`config.mk`:
```
export PLATFORM = sky130hd
export DESIGN_NAME = cpf_check_digit_validator
export DESIGN_NICKNAME = d
export VERILOG_FILES = /design/src/hdl/cpf_pkg.sv /design/src/hdl/cpf_dd_cell.sv /design/src/hdl/cpf_check.sv /design/src/hdl/cpf_check_digit_validator.sv
export SDC_FILE = /design/constraint.sdc
export NUM_CORES = 2
export LEC_CHECK = 0
export BUFFER_PORTS_ARGS = -buffer_cell sky130_fd_sc_hd__buf_2
export CAP_MARGIN = 0
export CORE_MARGIN = 2
export CORE_UTILIZATION = 40
export DETAILED_ROUTE_END_ITERATION = 7
export SLEW_MARGIN = 20
export SYNTH_ARGS = -nofsm -noshare
export SYNTH_HDL_FRONTEND = slang
export SYNTH_SLANG_ARGS = --single-unit
```
`constraint.sdc`:
```
create_clock -name clk -period 116.7 [get_ports clk]
set_input_delay 35.01 -clock clk [delete_from_list [all_inputs] [get_ports clk]]
set_output_delay 35.01 -clock clk [all_outputs]
set_load 0.01 [all_outputs]
```
`src/hdl/cpf_pkg.sv`:
```
// ----------------------------------------------------------------------------
// cpf_pkg: shared types and constants of the tax identifier checker
// Digit counts, BCD item layout, reason codes and the mod-11 helper.
// ----------------------------------------------------------------------------
package cpf_pkg;

    localparam int IdWidth    = 37;
    localparam int NumDigits  = 11;
    localparam int BcdWidth   = 4 * NumDigits;
    localparam int SumWidth   = 10;    // 9 * (11 + ... + 2) = 585
    localparam int InTdataW   = 40;
    localparam int OutTdataW  = 16;

    localparam logic [IdWidth-1:0] IdLow  = 37'd10000000000;
    localparam logic [IdWidth-1:0] IdHigh = 37'd99999999999;

    // floor(s / 11) == (s * Recip11) >> Recip11Shift for s < 1024
    localparam logic [9:0] Recip11      = 10'd745;
    localparam int         Recip11Shift = 13;

    typedef enum logic [2:0] {
        REASON_OK         = 3'd0,
        REASON_LENGTH     = 3'd1,
        REASON_ALL_EQUAL  = 3'd2,
        REASON_FIRST_BAD  = 3'd3,
        REASON_SECOND_BAD = 3'd4
    } reason_t;

    // Payload handed from cell to cell
    typedef struct packed {
        logic                bad;     // out of the eleven-digit range
        logic [BcdWidth-1:0] bcd;     // digits built so far, most significant first
        logic [IdWidth-1:0]  bits;    // binary bits still to shift in, msb first
    } cpf_item_t;

    // Check digit from a weighted sum: remainder below 2 gives 0, else 11 - r
    function automatic logic [3:0] check_digit(input logic [SumWidth-1:0] s);
        logic [19:0] prod;
        logic [6:0]  q;
        logic [10:0] q11;
        logic [3:0]  r;
        prod = s * Recip11;
        q    = prod[Recip11Shift +: 7];
        q11  = 11'(q) * 11'd11;
        r    = 4'(11'(s) - q11);
        if (r < 4'd2)
            check_digit = 4'd0;
        else
            check_digit = 4'd11 - r;
    endfunction

endpackage

```
`src/hdl/cpf_dd_cell.sv`:
```
// ----------------------------------------------------------------------------
// cpf_dd_cell: one shift-and-add-3 step of the binary to BCD chain
// Adjusts every BCD digit and shifts in the next binary bit.
// ----------------------------------------------------------------------------
module cpf_dd_cell (
    input  logic               clk,
    input  logic               rst_n,
    input  logic               en,
    input  logic               valid_in,
    input  cpf_pkg::cpf_item_t item_in,
    output logic               valid_out,
    output cpf_pkg::cpf_item_t item_out
);
    import cpf_pkg::*;

    logic      valid_reg;
    cpf_item_t item_reg;
    cpf_item_t item_next;
    logic [BcdWidth-1:0] adj;

    always_comb
    begin
        for (int i = 0; i < NumDigits; i++)
        begin
            if (item_in.bcd[4*i +: 4] >= 4'd5)
                adj[4*i +: 4] = item_in.bcd[4*i +: 4] + 4'd3;
            else
                adj[4*i +: 4] = item_in.bcd[4*i +: 4];
        end
        item_next.bad  = item_in.bad;
        item_next.bcd  = {adj[BcdWidth-2:0], item_in.bits[IdWidth-1]};
        item_next.bits = {item_in.bits[IdWidth-2:0], 1'b0};
    end

    always_ff @(posedge clk or negedge rst_n)
    begin
        if (!rst_n)
            valid_reg <= 1'b0;
        else if (en)
            valid_reg <= valid_in;
    end

    always_ff @(posedge clk)
    begin
        if (en)
            item_reg <= item_next;
    end

    assign valid_out = valid_reg;
    assign item_out  = item_reg;

endmodule

```
`src/hdl/cpf_check.sv`:
```
// ----------------------------------------------------------------------------
// cpf_check: weighted sums, mod-11 check digits and verdict
// Two register stages; the second one is the output register.
// ----------------------------------------------------------------------------
module cpf_check (
    input  logic                  clk,
    input  logic                  rst_n,
    input  logic                  en,
    input  logic                  valid_in,
    input  cpf_pkg::cpf_item_t    item_in,
    output logic                  valid_out,
    output logic                  is_valid,
    output cpf_pkg::reason_t      reason,
    output logic [3:0]            first_check,
    output logic [3:0]            second_check
);
    import cpf_pkg::*;

    logic [3:0] dg [NumDigits];
    logic [SumWidth-1:0] s1_next, s2_next;
    logic same_next;

    // stage 1
    logic                valid1_reg;
    logic                bad_reg;
    logic                same_reg;
    logic [SumWidth-1:0] s1_reg, s2_reg;
    logic [3:0]          d9_reg, d10_reg;

    // stage 2
    logic       valid2_reg;
    logic       is_valid_reg;
    reason_t    reason_reg;
    logic [3:0] c1_reg, c2_reg;

    logic [3:0] c1, c2;
    reason_t    reason_next;

    always_comb
    begin
        for (int i = 0; i < NumDigits; i++)
            dg[i] = item_in.bcd[BcdWidth-1-4*i -: 4];
        same_next = 1'b1;
        for (int i = 1; i < NumDigits; i++)
            if (dg[i] != dg[0])
                same_next = 1'b0;
        s1_next = '0;
        s2_next = '0;
        for (int i = 0; i < 9; i++)
            s1_next = s1_next + SumWidth'(dg[i]) * SumWidth'(10 - i);
        for (int i = 0; i < 10; i++)
            s2_next = s2_next + SumWidth'(dg[i]) * SumWidth'(11 - i);
    end

    always_comb
    begin
        c1 = check_digit(s1_reg);
        c2 = check_digit(s2_reg);
        if (bad_reg)
            reason_next = REASON_LENGTH;
        else if (same_reg)
            reason_next = REASON_ALL_EQUAL;
        else if (c1 != d9_reg)
            reason_next = REASON_FIRST_BAD;
        else if (c2 != d10_reg)
            reason_next = REASON_SECOND_BAD;
        else
            reason_next = REASON_OK;
    end

    always_ff @(posedge clk or negedge rst_n)
    begin
        if (!rst_n)
        begin
            valid1_reg <= 1'b0;
            valid2_reg <= 1'b0;
        end
        else if (en)
        begin
            valid1_reg <= valid_in;
            valid2_reg <= valid1_reg;
        end
    end

    always_ff @(posedge clk)
    begin
        if (en)
        begin
            bad_reg      <= item_in.bad;
            same_reg     <= same_next;
            s1_reg       <= s1_next;
            s2_reg       <= s2_next;
            d9_reg       <= dg[9];
            d10_reg      <= dg[10];
            reason_reg   <= reason_next;
            is_valid_reg <= (reason_next == REASON_OK);
            c1_reg       <= bad_reg ? 4'd0 : c1;
            c2_reg       <= bad_reg ? 4'd0 : c2;
        end
    end

    assign valid_out    = valid2_reg;
    assign is_valid     = is_valid_reg;
    assign reason       = reason_reg;
    assign first_check  = c1_reg;
    assign second_check = c2_reg;

endmodule

```
`src/hdl/cpf_check_digit_validator.sv`:
```
// ----------------------------------------------------------------------------
// cpf_check_digit_validator: eleven-digit tax identifier checker
// Converts the binary identifier to decimal through a chain of double-dabble
// cells, then forms both mod-11 check digits and reports a verdict.
// ----------------------------------------------------------------------------
//
//  Channel   Dir  Payload (tdata, lowest bit first)
//  s_axis    in   [36:0] id_number, [39:37] zero
//  m_axis    out  [0] is_valid, [3:1] reason, [7:4] first_check,
//                 [11:8] second_check, [15:12] zero
//
//  One request per cycle in and out while results are taken. Stages:
//  37 conversion cells (one per identifier bit), one sum stage and the
//  output register. The whole pipe advances together whenever the output
//  register is empty or being taken, so a stalled result freezes every
//  stage and s_axis_tready drops with it. Reset clears only the valid bits;
//  nothing needs a clearing pass.
//
module cpf_check_digit_validator (
    input  logic                           clk,
    input  logic                           rst_n,
    input  logic                           s_axis_tvalid,
    output logic                           s_axis_tready,
    input  logic [cpf_pkg::InTdataW-1:0]   s_axis_tdata,   // [36:0] id_number
    output logic                           m_axis_tvalid,
    input  logic                           m_axis_tready,
    output logic [cpf_pkg::OutTdataW-1:0]  m_axis_tdata    // is_valid, reason,
                                                           // first_check, second_check
);
    import cpf_pkg::*;

    localparam int NumCells = IdWidth;

    logic                 en;
    logic [IdWidth-1:0]   id_number;
    cpf_item_t            head_item;
    logic                 valid_chain [NumCells+1];
    cpf_item_t            item_chain  [NumCells+1];

    logic       is_valid;
    reason_t    reason;
    logic [3:0] first_check;
    logic [3:0] second_check;

    // Advance the whole pipe when the output slot is free or being drained
    assign en            = !m_axis_tvalid || m_axis_tready;
    assign s_axis_tready = en;

    // Range check up front; the cells carry the flag along
    assign id_number      = s_axis_tdata[IdWidth-1:0];
    assign head_item.bad  = (id_number < IdLow) || (id_number > IdHigh);
    assign head_item.bcd  = '0;
    assign head_item.bits = id_number;

    assign valid_chain[0] = s_axis_tvalid;
    assign item_chain[0]  = head_item;

    // One cell per binary bit, most significant bit first
    for (genvar g = 0; g < NumCells; g++)
    begin : g_cell
        cpf_dd_cell u_cell (
            .clk       (clk),
            .rst_n     (rst_n),
            .en        (en),
            .valid_in  (valid_chain[g]),
            .item_in   (item_chain[g]),
            .valid_out (valid_chain[g+1]),
            .item_out  (item_chain[g+1])
        );
    end

    cpf_check u_check (
        .clk          (clk),
        .rst_n        (rst_n),
        .en           (en),
        .valid_in     (valid_chain[NumCells]),
        .item_in      (item_chain[NumCells]),
        .valid_out    (m_axis_tvalid),
        .is_valid     (is_valid),
        .reason       (reason),
        .first_check  (first_check),
        .second_check (second_check)
    );

    assign m_axis_tdata = {4'd0, second_check, first_check, reason, is_valid};

`ifndef SYNTH
    // Verdict bit agrees with the reason code
    a_valid_reason: assert property (@(posedge clk) disable iff (!rst_n)
        m_axis_tvalid |-> (is_valid == (reason == REASON_OK)))
        else $error("is_valid disagrees with reason");

    // Out-of-range identifiers report zero check digits
    a_length_zero: assert property (@(posedge clk) disable iff (!rst_n)
        (m_axis_tvalid && reason == REASON_LENGTH) |->
        (first_check == 4'd0 && second_check == 4'd0))
        else $error("check digits not cleared for bad length");

    // Check digits stay decimal
    a_digit_range: assert property (@(posedge clk) disable iff (!rst_n)
        m_axis_tvalid |-> (first_check <= 4'd9 && second_check <= 4'd9))
        else $error("check digit out of range");

    // A stall freezes the conversion chain
    a_chain_hold: assert property (@(posedge clk) disable iff (!rst_n)
        !en |=> ($stable(valid_chain[NumCells]) && $stable(item_chain[NumCells])))
        else $error("conversion chain moved during stall");
`endif

endmodule

```
==> summary.txt <==
Critical path
  • Worst r2r src: u_check.s1_reg[2]$_DFFE_PP_
  • Reg-to-reg endpoint: u_check.reason[1]$_DFFE_PP_
  • Nature of the critical path startpoint: primary input
  • Cell mode on critical path: buf_2
  • Register-to-register setup slack: 108880 ps
  • Worst Path Required: 81690 ps
  • Critical path endpoint category: output pin
  • Crit path cell chain: buf_2 > nor2b_4 > buf_4 > inv_8 > buf_2
  • Setup CP Type: primary input to output pin
  • Crit Path Max Fanout: 101
  • Register-to-Register Path Depth: 28
  • CP Data Arrival Time: between 30000 and 40000 ps
  • Crit path largest cell delay: approximately 430 ps
  • CP max-delay cell: buf_4

Route
  • Detailed-routed wire length on met3: 3.541 mm
  • WL/cell: between 10 and 15 um
  • Via density: 4.675
  • First-pass iteration count of the detailed router: 5
  • Final antenna-violating net count: 0
  • Routed WL: around 110 mm
  • Highest metal used: met4
  • DRT iter0 DRCs: between 2000 and 2500
  • Metal2 WL: 58.92 mm
  • DRC: 0
  • Metal-1 WL: 42.02 mm
  • Vias: ~42000

Synthesis
  • Mapped Area: 0.07977 mm^2
  • Synth async-reset ratio: 0.02313
  • Post-synthesis cell count: 5952
  • Synth cell types: 59
  • Predominant post-synthesis flop cell: edfxtp_1
  • Post-synth EDFFs: around 1600
  • Post-synthesis sequential area ratio: 0.6323
  • Number of synthesis warnings: 0
  • Avg Inst Size Synth: 13.40 um^2
  • Flip-flop and latch count after synthesis: ~1700

Finish
  • Synth-to-layout area growth: 11.97%
  • Layout cells sized above 1: 0.05889
  • Filler instances: 17460
  • Net total in the final layout: 7033
  • Largest register FFs: 1605

Clocking
  • TritonCTS buffer count: 179
  • Cts repair resizes: 0
  • Worst skew pair latency: 820 ps
  • Cts hold-fix bufs: 0
  • Setup Buffers After CTS: 0
  • Clk buf depth: 3
  • H-Tree Depth: 4
  • Root buffer cell: clkbuf_16
  • Clock Sinks: ~1700
  • Clock-pin slew on the worst setup and hold paths: about 60 ps
  • CTS tree: yes

Place
  • DP HPWL: approximately 71 mm
  • GP Congestion: 0.8121
  • PortBufs: 54

STA
  • Max-slew violations: 0
  • Final Cycle Share: 0.6105
  • Slew margin rel.: 0.2826
  • Setup violations, final: 0
  • Final hold vios: 0
  • Maximum clock rate: about 0.014 GHz
  • Worst-case clock skew: 75.48 ps
  • Min cycle time layout: 71240 ps
  • TNS Setup: 0 ps
  • RSZ-0062 raised after global routing: no
  • Slew @ Worst Pin: 1076 ps

Global route
  • Grt total ovfl: 0
  • Overall routing resource usage: 0.1071
  • First-pass GRT wire length: 186.5 mm
  • Largest net degree at the start of global routing: 223
  • Number of global-route vias before repair: roughly 43000
  • Initial antenna violation count: 1

Flow run
  • Max Cap Viol: 0

Floorplan
  • Core area: ~0.2 mm^2
  • Initial Util: 0.4032
  • Die Y: 450.6 um
  • IO Count: 62
  • DIE AREA: 0.2030 mm^2
  • Rows: 163
  • Die Span X: 450.6 um

Run status
  • Status: completed

Worst hold path
  • Hold Crit Start: g_cell[15].u_cell.item_out[36]$_DFFE_PP_
  • Hold path cells: 0
  • Min-Delay Path Class: flop to flop
  • Hold EP: g_cell[16].u_cell.item_out[37]$_DFFE_PP_
## worst max-delay path, delay by kind of cell
| kind | cells | cell delay [ps] |
|---|---|---|
| and+or+nand+nor | 1 | 90 |
| buffers and inverters | 4 | 1110 |
## placed cells by master, fill, tap and decap left out, types with 11 or more instances in the layout
| master | count |
|---|---|
| mux2i_1 | 178 |
| a21o_1 | 11 |
| dfrtp_1 | 39 |
| fa_1 | 149 |
| nor2b_1 | 13 |
| clkinv_2 | 36 |
| nor2_1 | 241 |
| a21oi_1 | 252 |
| xor2_1 | 17 |
| buf_2 | 54 |
| bufinv_16 | 13 |
| mux2_2 | 40 |
| nand4_1 | 11 |
| clkinv_1 | 32 |
| inv_1 | 655 |
| clkbuf_16 | 181 |
| xnor2_1 | 252 |
| edfxtp_1 | 1647 |
| o21ai_0 | 441 |
| nand2b_1 | 403 |
| clkbuf_1 | 40 |
| clkinv_16 | 13 |
| nor3_1 | 11 |
| nand2_1 | 827 |
| ha_1 | 645 |
| buf_4 | 12 |
## per-layer routing
metal / GRT usage / vias to the layer above
met1: 0.1118 / 20230
met4: 0.03454 / 0
met2: 0.2103 / 371
met5: 0 / -
met3: 0.02198 / 192
li1: - / 21160
## through the flow
step	instances	util	hold slack, ps	area, um^2	worst slack (ps)
finish	8975	0.4515	393.8	89310	45460
global route	8975	0.4515	400.5	89310	45300
CTS	8973	0.4513	396.2	89280	45380
detailed placement	8653	0.4220	404.5	83480	45380
global placement	8653	0.4220	400.1	83480	45370
floorplan	5955	-	400.3	79780	14790
## final cells by class
type                            instances  area (um^2)  area share
Clock buffer                          221         4679     0.05240
Multi-Input combinational cell       3600        26820      0.3003
Antenna cell                            1        2.502  0.00002802
Sequential cell                      1686        50430      0.5647
Inverter                              656         2470     0.02765
Timing Repair Buffer                   72        479.2    0.005366
Tap cell                             2640         3303     0.03699
Clock inverter                         99         1122     0.01257
## kinds of logic (layout without fill, tap and decap cells)
| logic type | count (synthesis) | after routing | synth area share |
|---|---|---|---|
| AOI/OAI and AO/OA | 757 | 757 | 0.05034 |
| xor gates and xnor gates | 272 | 272 | 0.03045 |
| adders and majority gates | 794 | 794 | 0.1386 |
| buffers and inverters | 669 | 1048 | 0.03173 |
| DFF | 1686 | 1686 | 0.6323 |
| muxes | 218 | 218 | 0.02798 |
| other | 1 | 5 | 0.00004701 |
| and+or+nand+nor | 1555 | 1555 | 0.08862 |
## worst max path at each step
stage	startpoint	endpoint	slack, ps
after global placement	m_axis_tready	s_axis_tready	45370
after CTS	m_axis_tready	s_axis_tready	45380
final	m_axis_tready	s_axis_tready	45460
after floorplan	m_axis_tready	s_axis_tready	14790
after global routing	m_axis_tready	s_axis_tready	45300
after detailed placement	m_axis_tready	s_axis_tready	45380
## cells in the mapped netlist (11+ instances only)
library cell,n,area share
edfxtp_1,1647,0.62
nand2_1,827,0.039
inv_1,656,0.031
ha_1,645,0.10
o21ai_0,441,0.028
nand2b_1,403,0.032
a21oi_1,252,0.016
xnor2_1,252,0.028
nor2_1,241,0.011
mux2i_1,178,0.022
fa_1,149,0.037
mux2_2,40,0.0056
dfrtp_1,39,0.012
xor2_1,17,0.0019
nor2b_1,14,0.0011
a21o_1,11,0.0010
nand4_1,11,0.00086
nor3_1,11,0.00069
Power is left out: the tool's default activity adds up to more than one toggle a clock period on the data nets, which glitch-free logic cannot reach.
